<file path="config.mk">
export PLATFORM = sky130hd
export DESIGN_NAME = gdcw_div100
export DESIGN_NICKNAME = d
export VERILOG_FILES = /design/src/rtl/core/gdcw_pkg.sv /design/src/rtl/core/gdcw_div100.sv
export SDC_FILE = /design/constraint.sdc
export NUM_CORES = 1
export LEC_CHECK = 0
export ABC_CLOCK_PERIOD_IN_PS = 13900
export BUFFER_PORTS_ARGS = -buffer_cell sky130_fd_sc_hd__clkbuf_2
export CAP_MARGIN = 10
export CORE_ASPECT_RATIO = 0.8
export CORE_MARGIN = 2
export CORE_UTILIZATION = 50
export DETAILED_ROUTE_END_ITERATION = 10
export GPL_TIMING_DRIVEN = 0
export PLACE_DENSITY = 0.69
export SETUP_SLACK_MARGIN = 0.1
export SYNTH_ARGS = -nofsm -noshare
export SYNTH_HDL_FRONTEND = slang
export SYNTH_SLANG_ARGS = --single-unit
</file>
<file path="constraint.sdc">
create_clock -name vclk -period 13.9
set_clock_uncertainty 0.05 [all_clocks]
set_input_delay 1.39 -clock vclk [all_inputs]
set_output_delay 1.39 -clock vclk [all_outputs]
set_load 0.1 [all_outputs]
</file>
<file path="src/rtl/core/gdcw_pkg.sv">
// Package for the Gregorian date check and weekday block.
// Field widths, calendar constants, stage payload types and month tables.
// No dependencies.
package gdcw_pkg;

    // Field widths
    localparam int YearW   = 14;
    localparam int MonthW  = 4;
    localparam int DayW    = 5;
    localparam int HourW   = 5;
    localparam int MinuteW = 6;
    localparam int SecondW = 6;
    localparam int WdayW   = 3;

    // Quotient and remainder widths of a year split by 100
    localparam int CentW = 8;
    localparam int YyW   = 7;

    // Calendar limits
    localparam logic [YearW-1:0]   YearMax   = YearW'(9999);
    localparam logic [MonthW-1:0]  MonthMax  = MonthW'(12);
    localparam logic [HourW-1:0]   HourMax   = HourW'(23);
    localparam logic [MinuteW-1:0] MinuteMax = MinuteW'(59);
    localparam logic [SecondW-1:0] SecondMax = SecondW'(59);

    // Month numbers that need special handling
    localparam logic [MonthW-1:0] MonthFeb = MonthW'(2);

    // Reciprocal of 100: floor(y * 5243 / 2^19) == floor(y / 100) for y < 2^14
    localparam int RecipMul   = 5243;
    localparam int RecipShift = 19;
    localparam int RecipW     = 13;
    localparam int ProdW      = YearW + RecipW;

    // Payload after stage 1: range checks and year split
    typedef struct packed {
        logic              range_ok;
        logic [YyW-1:0]    yy;
        logic [1:0]        cent;
        logic [MonthW-1:0] month;
        logic [DayW-1:0]   day;
    } s1_t;

    // Payload after stage 2: leap year, day check, partial weekday terms
    typedef struct packed {
        logic            date_ok;
        logic            leap;
        logic [7:0]      ysum;
        logic [2:0]      mcode;
        logic [DayW-1:0] day;
    } s2_t;

    // Payload after stage 3: weekday sum folded once modulo 7
    typedef struct packed {
        logic       date_ok;
        logic       leap;
        logic [4:0] fold;
    } s3_t;

    // Days in a month, leap year aware; meaningless months give 31
    function automatic logic [DayW-1:0] month_len(input logic [MonthW-1:0] month,
                                                 input logic leap);
        logic [DayW-1:0] len;
        begin
            unique case (month)
                4'd2:                     len = leap ? DayW'(29) : DayW'(28);
                4'd4, 4'd6, 4'd9, 4'd11:  len = DayW'(30);
                default:                  len = DayW'(31);
            endcase
            return len;
        end
    endfunction

    // Key-value month code; meaningless months give 0
    function automatic logic [2:0] month_code(input logic [MonthW-1:0] month);
        logic [2:0] code;
        begin
            unique case (month)
                4'd1:    code = 3'd1;
                4'd2:    code = 3'd4;
                4'd3:    code = 3'd4;
                4'd4:    code = 3'd0;
                4'd5:    code = 3'd2;
                4'd6:    code = 3'd5;
                4'd7:    code = 3'd0;
                4'd8:    code = 3'd3;
                4'd9:    code = 3'd6;
                4'd10:   code = 3'd1;
                4'd11:   code = 3'd4;
                4'd12:   code = 3'd6;
                default: code = 3'd0;
            endcase
            return code;
        end
    endfunction

endpackage

</file>
<file path="src/rtl/core/gdcw_div100.sv">
// Splits a year into century count and year within century.
// Divide by 100 through a reciprocal multiply; depends on gdcw_pkg.
module gdcw_div100
    import gdcw_pkg::*;
(
    input  logic [YearW-1:0] year,
    output logic [CentW-1:0] cent,
    output logic [YyW-1:0]   yy
);
    logic [ProdW-1:0] prod;
    logic [YearW-1:0] back;

    // Quotient from the high bits of the product
    assign prod = ProdW'(year) * ProdW'(RecipMul);
    assign cent = prod[RecipShift +: CentW];

    // Remainder: the quotient times 100 taken back off
    assign back = YearW'(cent) * YearW'(100);
    assign yy   = YyW'(year - back);
endmodule

</file>
Word level (Yosys, flattened, before mapping)
Cells that the tools add are included.
{"block": "word_totals", "ff_bits": 0, "output_inout_bits": 15, "elab_cells": 3}
{"block": "classes", "add_sub_neg": 1, "n_mul": 2}
{"op": "14-bit by 13-bit multiplier with 27-bit output, second input constant", "count": 1}
{"op": "8-bit by 5-bit multiplier with 5-bit output, second input constant", "count": 1}
{"op": "7-bit subtractor", "count": 1}

Logic depth before layout (Yosys ltp)
Gate-level depths: netlist of the first run.
{"block": "logic_depth", "depth_word": 3, "mapped_depth": 24, "depth_no_buf": 24}

Worst setup path before layout of the first run
OpenSTA, ideal clock, no wires.
{"block": "synth_timing", "kind": "input to output", "startpoint": "in year[5]", "endpoint": "out yy[5]", "arrival_time_ps": 8884, "required_ps": 12460, "slack_ps": 3576, "stages": 21, "path_buffers": 0, "cell_sequence": "inv_1 -> fa_1 -> inv_1 -> ha_1 -> fa_1 -> fa_1 -> inv_1 -> fa_1 -> inv_1 -> ha_1 -> and3_1 -> and3_1 -> a211oi_2 -> o21bai_2 -> a21o_2 -> a21oi_1 -> xnor2_1 -> ha_1 -> inv_1 -> ha_1 -> xnor2_1"}
{"block": "synth_via", "elab_chain_cells": 3}
{"item": "start, declared", "line_no": "gdcw_div100.sv:6", "rtl": "input logic [YearW-1:0] year,"}
{"item": "14-bit by 13-bit multiplier with 27-bit output", "line_no": "gdcw_div100.sv:14", "rtl": "assign prod = ProdW'(year) * ProdW'(RecipMul);"}
{"item": "named net cent[3]", "line_no": "gdcw_div100.sv:7", "rtl": "output logic [CentW-1:0] cent,"}
{"item": "8-bit by 5-bit multiplier with 5-bit output", "line_no": "gdcw_div100.sv:18", "rtl": "assign back = YearW'(cent) * YearW'(100);"}
{"item": "7-bit subtractor", "line_no": "gdcw_div100.sv:19", "rtl": "assign yy = YyW'(year - back);"}
{"item": "end, declared", "line_no": "gdcw_div100.sv:8", "rtl": "output logic [YyW-1:0] yy"}
The timed path passes the listed nets, and every way through them passes these cells.

Final worst setup path of the first run
{"block": "layout_timing", "startpoint": "in year[4]", "endpoint": "out yy[6]"}
{"block": "layout_via", "elab_chain_cells": 3}
{"item": "14-bit by 13-bit multiplier with 27-bit output", "line_no": "gdcw_div100.sv:14"}
{"item": "8-bit by 5-bit multiplier with 5-bit output", "line_no": "gdcw_div100.sv:18"}
{"item": "7-bit subtractor (*)", "line_no": "gdcw_div100.sv:19"}
Every way passes the cells marked *; elsewhere a longest branch is shown, timed or not.

==> impl_metrics.ini, run 1 <==
[yosys]
syn_area_mm2 = 0.003516
ys_top_cells_by_area = fa_1 (36%), ha_1 (36%), inv_1 (11%), xnor2_1 (2.2%), a21oi_1 (1.6%)
synth_top_cell_by_area = fa_1
seq_area_frac_synth_pct = 0
synth_top_area_share_pct = 36.44
synth_cells = 346
ys_warn_count = 0
synth.distinct_cells = 35
syn_nets = 525
avgSynthCellArea_um2 = 10.16

[routing]
wl_per_cell_um = 15.02
vias_per_cell = 5.312
via_count = 2454
drc = 0
ant_nets = 0
wirelength_um = 6938
drtPass1Iterations = 4
drt-initial-drc-count = 86

[worst_setup_path]
endpoint_kind = output port
cp-start-kind = input port
crit_type = input port to output port
cp.required_ns = 12.46
crit_arrival_ns = 7.95
crit_fanout = 6
startpoint = year[4]

[grt]
first_global_vias = 2506
antenna_found_initial = 0
grt_first_pass_wirelength_um = 12140
grt_max_degree = 9
grt_use_total_pct = 19.43
globalRouteOverflowTotal = 0

[place]
dpl.hpwl_um = 6463
place_congestion = 0.8665
io_buffers = 29
post_dp_cell_area_mm2 = 0.003770

[run_status]
status = finished clean

[cells_and_area]
nClkBuffers = 0
nets = 556
syn_to_final_growth_pct = 7.224
stdcell_area_mm2 = 0.003770
multi_input_area_mm2 = 0.003126
final_cell_mix = ha_1 (101), inv_1 (100), fa_1 (64)
layout_commonest_cell = ha_1
drive_above_1_share_pct = 10.13
seqCellArea_um2 = 0
antenna_cells = 0
design.seq.count = 0
n_fill_cell = 613

[die]
io_pins = 29
die-area_mm2 = 0.007723
core_area_mm2 = 0.006858
start_util_pct = 51.27
floorplan.rows = 27
die_h_um = 79
die_w_um = 97.76

[sta]
slew_viol_final = 0
fin_setup_tns_ns = 0
fmax_ghz = 0.1065
post-route-period-util_pct = 67.55
tightestPinTransition_ns = 0.5420
setup_violations = 0
finalHoldViolCount = 0
grt_setup_unrepaired = no
final.min_clock_period_ns = 9.389
timing.slew.headroom_pct = 64.02

[clock_tree]
cts_resized = 0
cts_hold_buffers = 0
post-cts-setup-buffers = 0

[min_path]
worstHoldStart = year[0]
hp-class = input port to output port

[job]
drv_cap = 0
[synthesized netlist by cell type, types with 2 or more instances]
master     number
xnor2_1         9
inv_1         100
o31ai_1         2
a211o_1         2
nor3_1          3
a2111oi_0       2
and3_1          3
o21ai_0         9
nand4_1         2
a21o_1          3
ha_1          101
o21a_1          2
o2111ai_1       2
xor2_1          3
nand2b_1        2
fa_1           64
buf_4           2
nand2_1         4
o211ai_1        2
a21oi_1        11
a31o_2          3
nand3_1         2
[per-stage QoR]
stage          utilization [%]  hold WS [ns]  instances  worst slack (ns)
6_report                 54.97         3.427        462             4.511
4_1_cts                  54.97         3.423        462             4.487
5_1_grt                  54.97         3.430        462             4.188
2_1_floorplan                -         2.942        346             3.576
3_5_place_dp             54.97         3.422        462             4.498
3_3_place_gp             54.97         3.408        462             4.600
[cells by family (layout without fill, tap and decap cells)]
group / after synthesis / after routing / synth area share, %
fa+ha+maj: 165 / 165 / 72.38
simple gates: 21 / 21 / 3.274
xor+xnor: 14 / 14 / 4.306
buf+inv: 102 / 131 / 11.10
compound gates: 44 / 44 / 8.932
[per-layer routing]
layer | share of wire [%] | track usage, % | routed length [um] | vias to the layer above
li1 | - | - | - | 1181
met1 | 52 | 31.80 | 3617 | 1213
met2 | 43 | 30.14 | 3014 | 58
met3 | 4.1 | 0.8803 | 286 | 2
met4 | 0.27 | 0.4167 | 19 | 0
met5 | 0 | 0 | 0 | -
[final cells by class]
cell class,instances,area share [%]
buffer,2,0.3983
inverter,100,9.957
multi-input combinational,244,82.91
tap,87,2.887
timing repair buffer,29,3.850
[worst max-delay path: stages]
cell and delay, ns:
clkbuf_2 0.19, inv_1 0.13, fa_1 0.54, inv_1 0.04, ha_1 0.21, fa_1 0.54, inv_1 0.05, fa_1 0.47
fa_1 0.54, inv_1 0.04, ha_1 0.34, or2_1 0.25, and3_1 0.20, a211oi_2 0.34, o21bai_2 0.15, a21o_2 0.24
a21oi_1 0.17, xnor2_1 0.19, ha_1 0.28, inv_1 0.06, ha_1 0.24, a21oi_1 0.17, xnor2_1 0.15, xnor3_1 0.26
xor3_1 0.31, clkbuf_2 0.46
[worst paths after layout]
kind / end / slack, ns / depth (start not counted)
worst min-delay path: yy[0] / 3.43 / 3
worst max-delay path: yy[6] / 4.51 / 26
Power of run 1 is left out: the tool's default activity adds up to more than one toggle a clock period on the data nets, which glitch-free logic cannot reach.
==> run 2: changes to the inputs <==
--- a/config.mk
+++ b/config.mk
@@ -5,7 +5,7 @@
 export SDC_FILE = /design/constraint.sdc
 export NUM_CORES = 1
 export LEC_CHECK = 0
-export ABC_CLOCK_PERIOD_IN_PS = 13900
+export ABC_CLOCK_PERIOD_IN_PS = 7500
 export BUFFER_PORTS_ARGS = -buffer_cell sky130_fd_sc_hd__clkbuf_2
 export CAP_MARGIN = 10
 export CORE_ASPECT_RATIO = 0.8
@@ -13,7 +13,7 @@
 export CORE_UTILIZATION = 50
 export DETAILED_ROUTE_END_ITERATION = 10
 export GPL_TIMING_DRIVEN = 0
-export PLACE_DENSITY = 0.69
+export PLACE_DENSITY = 0.71
 export SETUP_SLACK_MARGIN = 0.1
 export SYNTH_ARGS = -nofsm -noshare
 export SYNTH_HDL_FRONTEND = slang
==> constraint.sdc (replaced) <==
create_clock -name vclk -period 7.5
set_clock_uncertainty 0.05 [all_clocks]
set_input_delay 0.75 -clock vclk [all_inputs]
set_output_delay 0.75 -clock vclk [all_outputs]
set_load 0.1 [all_outputs]
==> run 2 against run 1 <==
Non-clock buffer count up 14. Final area up 12%. Utilization up 6.7 points. Wire length up 2.9%. Count of clock-buffer cells in the layout unchanged. Via count down 1.0%. Final cell count up 3.0%. Critical path depth unchanged. Critical endpoint unchanged.
==> impl_metrics.ini, run 2 (synthesized netlist as in run 1, its figures left out) <==
[run_status]
status = finished clean

[sta]
fmax_ghz = 0.1374
grt_setup_unrepaired = yes
fin_setup_tns_ns = 0
tightestPinTransition_ns = 0.5871
post-route-period-util_pct = 97.03
final.min_clock_period_ns = 7.277
timing.slew.headroom_pct = 59.85
final.setup.worst_slack_ns = 0.2231
setup_violations = 0
finalHoldViolCount = 0
slew_viol_final = 0

[cells_and_area]
n_fill_cell = 567
antenna_cells = 0
design.seq.count = 0
seqCellArea_um2 = 0
fin_util_pct = 61.67
drive_above_1_share_pct = 22.62
syn_to_final_growth_pct = 20.28
multi_input_area_mm2 = 0.003405
final_cell_mix = inv_1 (92), ha_1 (87), fa_1 (61)
layout_commonest_cell = inv_1
nClkBuffers = 0
nets = 570

[routing]
drtPass1Iterations = 4
drc = 0
via_count = 2429
wirelength_um = 7142
drt-initial-drc-count = 67
wl_per_cell_um = 15.00
vias_per_cell = 5.103
ant_nets = 0

[grt]
grt_max_degree = 9
antenna_found_initial = 0
grt_first_pass_wirelength_um = 12580
globalRouteOverflowTotal = 0
grt_use_total_pct = 20.15
first_global_vias = 2698

[die]
io_pins = 29
die-area_mm2 = 0.007723
die_h_um = 79
start_util_pct = 51.27
core_area_mm2 = 0.006858
die_w_um = 97.76
floorplan.rows = 27

[job]
drv_cap = 0

[place]
place_congestion = 0.7693
dp_slack_ns = -0.4767
dpl.hpwl_um = 6350
io_buffers = 29

[worst_setup_path]
cp-start-kind = input port
startpoint = year[5]
cp.required_ns = 6.70
endpoint_kind = output port
crit_type = input port to output port
crit_path_end = yy[6]
crit_arrival_ns = 6.48
crit_fanout = 4

[min_path]
hp-class = input port to output port

[clock_tree]
cts_hold_buffers = 0
[run 2: changes by cell type in the layout (fill, tap and decap cells not counted), moves of 5 or more]
cell | before | now
buf_4 | 2 | 19
ha_4 | 0 | 12
xnor2_1 | 9 | 4
clkbuf_2 | 29 | 18
inv_2 | 0 | 5
inv_1 | 100 | 92
ha_1 | 101 | 87
[run 2: metal layers]
metal	up-vias	part of all wire (%)	track usage, %
met4	0	0.85	1.528
li1	1212	-	-
met2	31	48	36.28
met1	1179	49	28.60
met5	-	0	0
met3	7	1.9	0.7923
[run 2: how the worst min path moves through the flow]
stage / endpoint / slack, ns / startpoint / cells past startpoint
3_5_place_dp: yy[1] / 2.11 / year[1] / 3
6_report: yy[1] / 2.10 / year[1] / 3
3_3_place_gp: yy[1] / 2.12 / year[1] / 3
5_1_grt: yy[1] / 2.13 / year[1] / 3
2_1_floorplan: yy[0] / 1.66 / year[0] / 1
4_1_cts: yy[1] / 2.11 / year[1] / 3
[run 2: what timing repair did]
action | CTS | global route
setup endpoints to repair | 1 | 1
gates resized for setup | 15 | 26
pin swaps | 5 | 18
buffers inserted | 3 | 11
cloned | 0 | 0
[run 2: area by class of cell]
cell class,count,area share (%)
Inverter,100,9.112
Multi-Input combinational cell,244,80.50
Buffer,2,0.3550
Timing Repair Buffer,43,7.456
Tap cell,87,2.574
[run 2: metrics by stage]
stage | hold WS (ns) | std cells | area (um2)
6_report | 2.103 | 476 | 4229
5_1_grt | 2.129 | 476 | 4229
4_1_cts | 2.114 | 465 | 4060
3_5_place_dp | 2.114 | 462 | 3951
3_3_place_gp | 2.124 | 462 | 3951
2_1_floorplan | 1.662 | 346 | 3697
[run 2: critical path: stages]
cell and delay [ns]:
buf_12 0.09, clkinvlp_4 0.09, fa_1 0.56, inv_1 0.06, ha_2 0.18, fa_1 0.50
inv_1 0.05, fa_2 0.53, fa_1 0.43, inv_2 0.08, ha_4 0.21, or2_4 0.25
a31o_4 0.23, a211oi_4 0.26, o21bai_2 0.12, a21o_2 0.26, a21oi_4 0.20, xnor2_4 0.09
ha_4 0.28, inv_4 0.03, ha_4 0.24, a21oi_4 0.14, xnor2_2 0.12, xnor3_1 0.23
xor3_1 0.24, clkbuf_16 0.21
Power of run 2 is left out for the same reason.
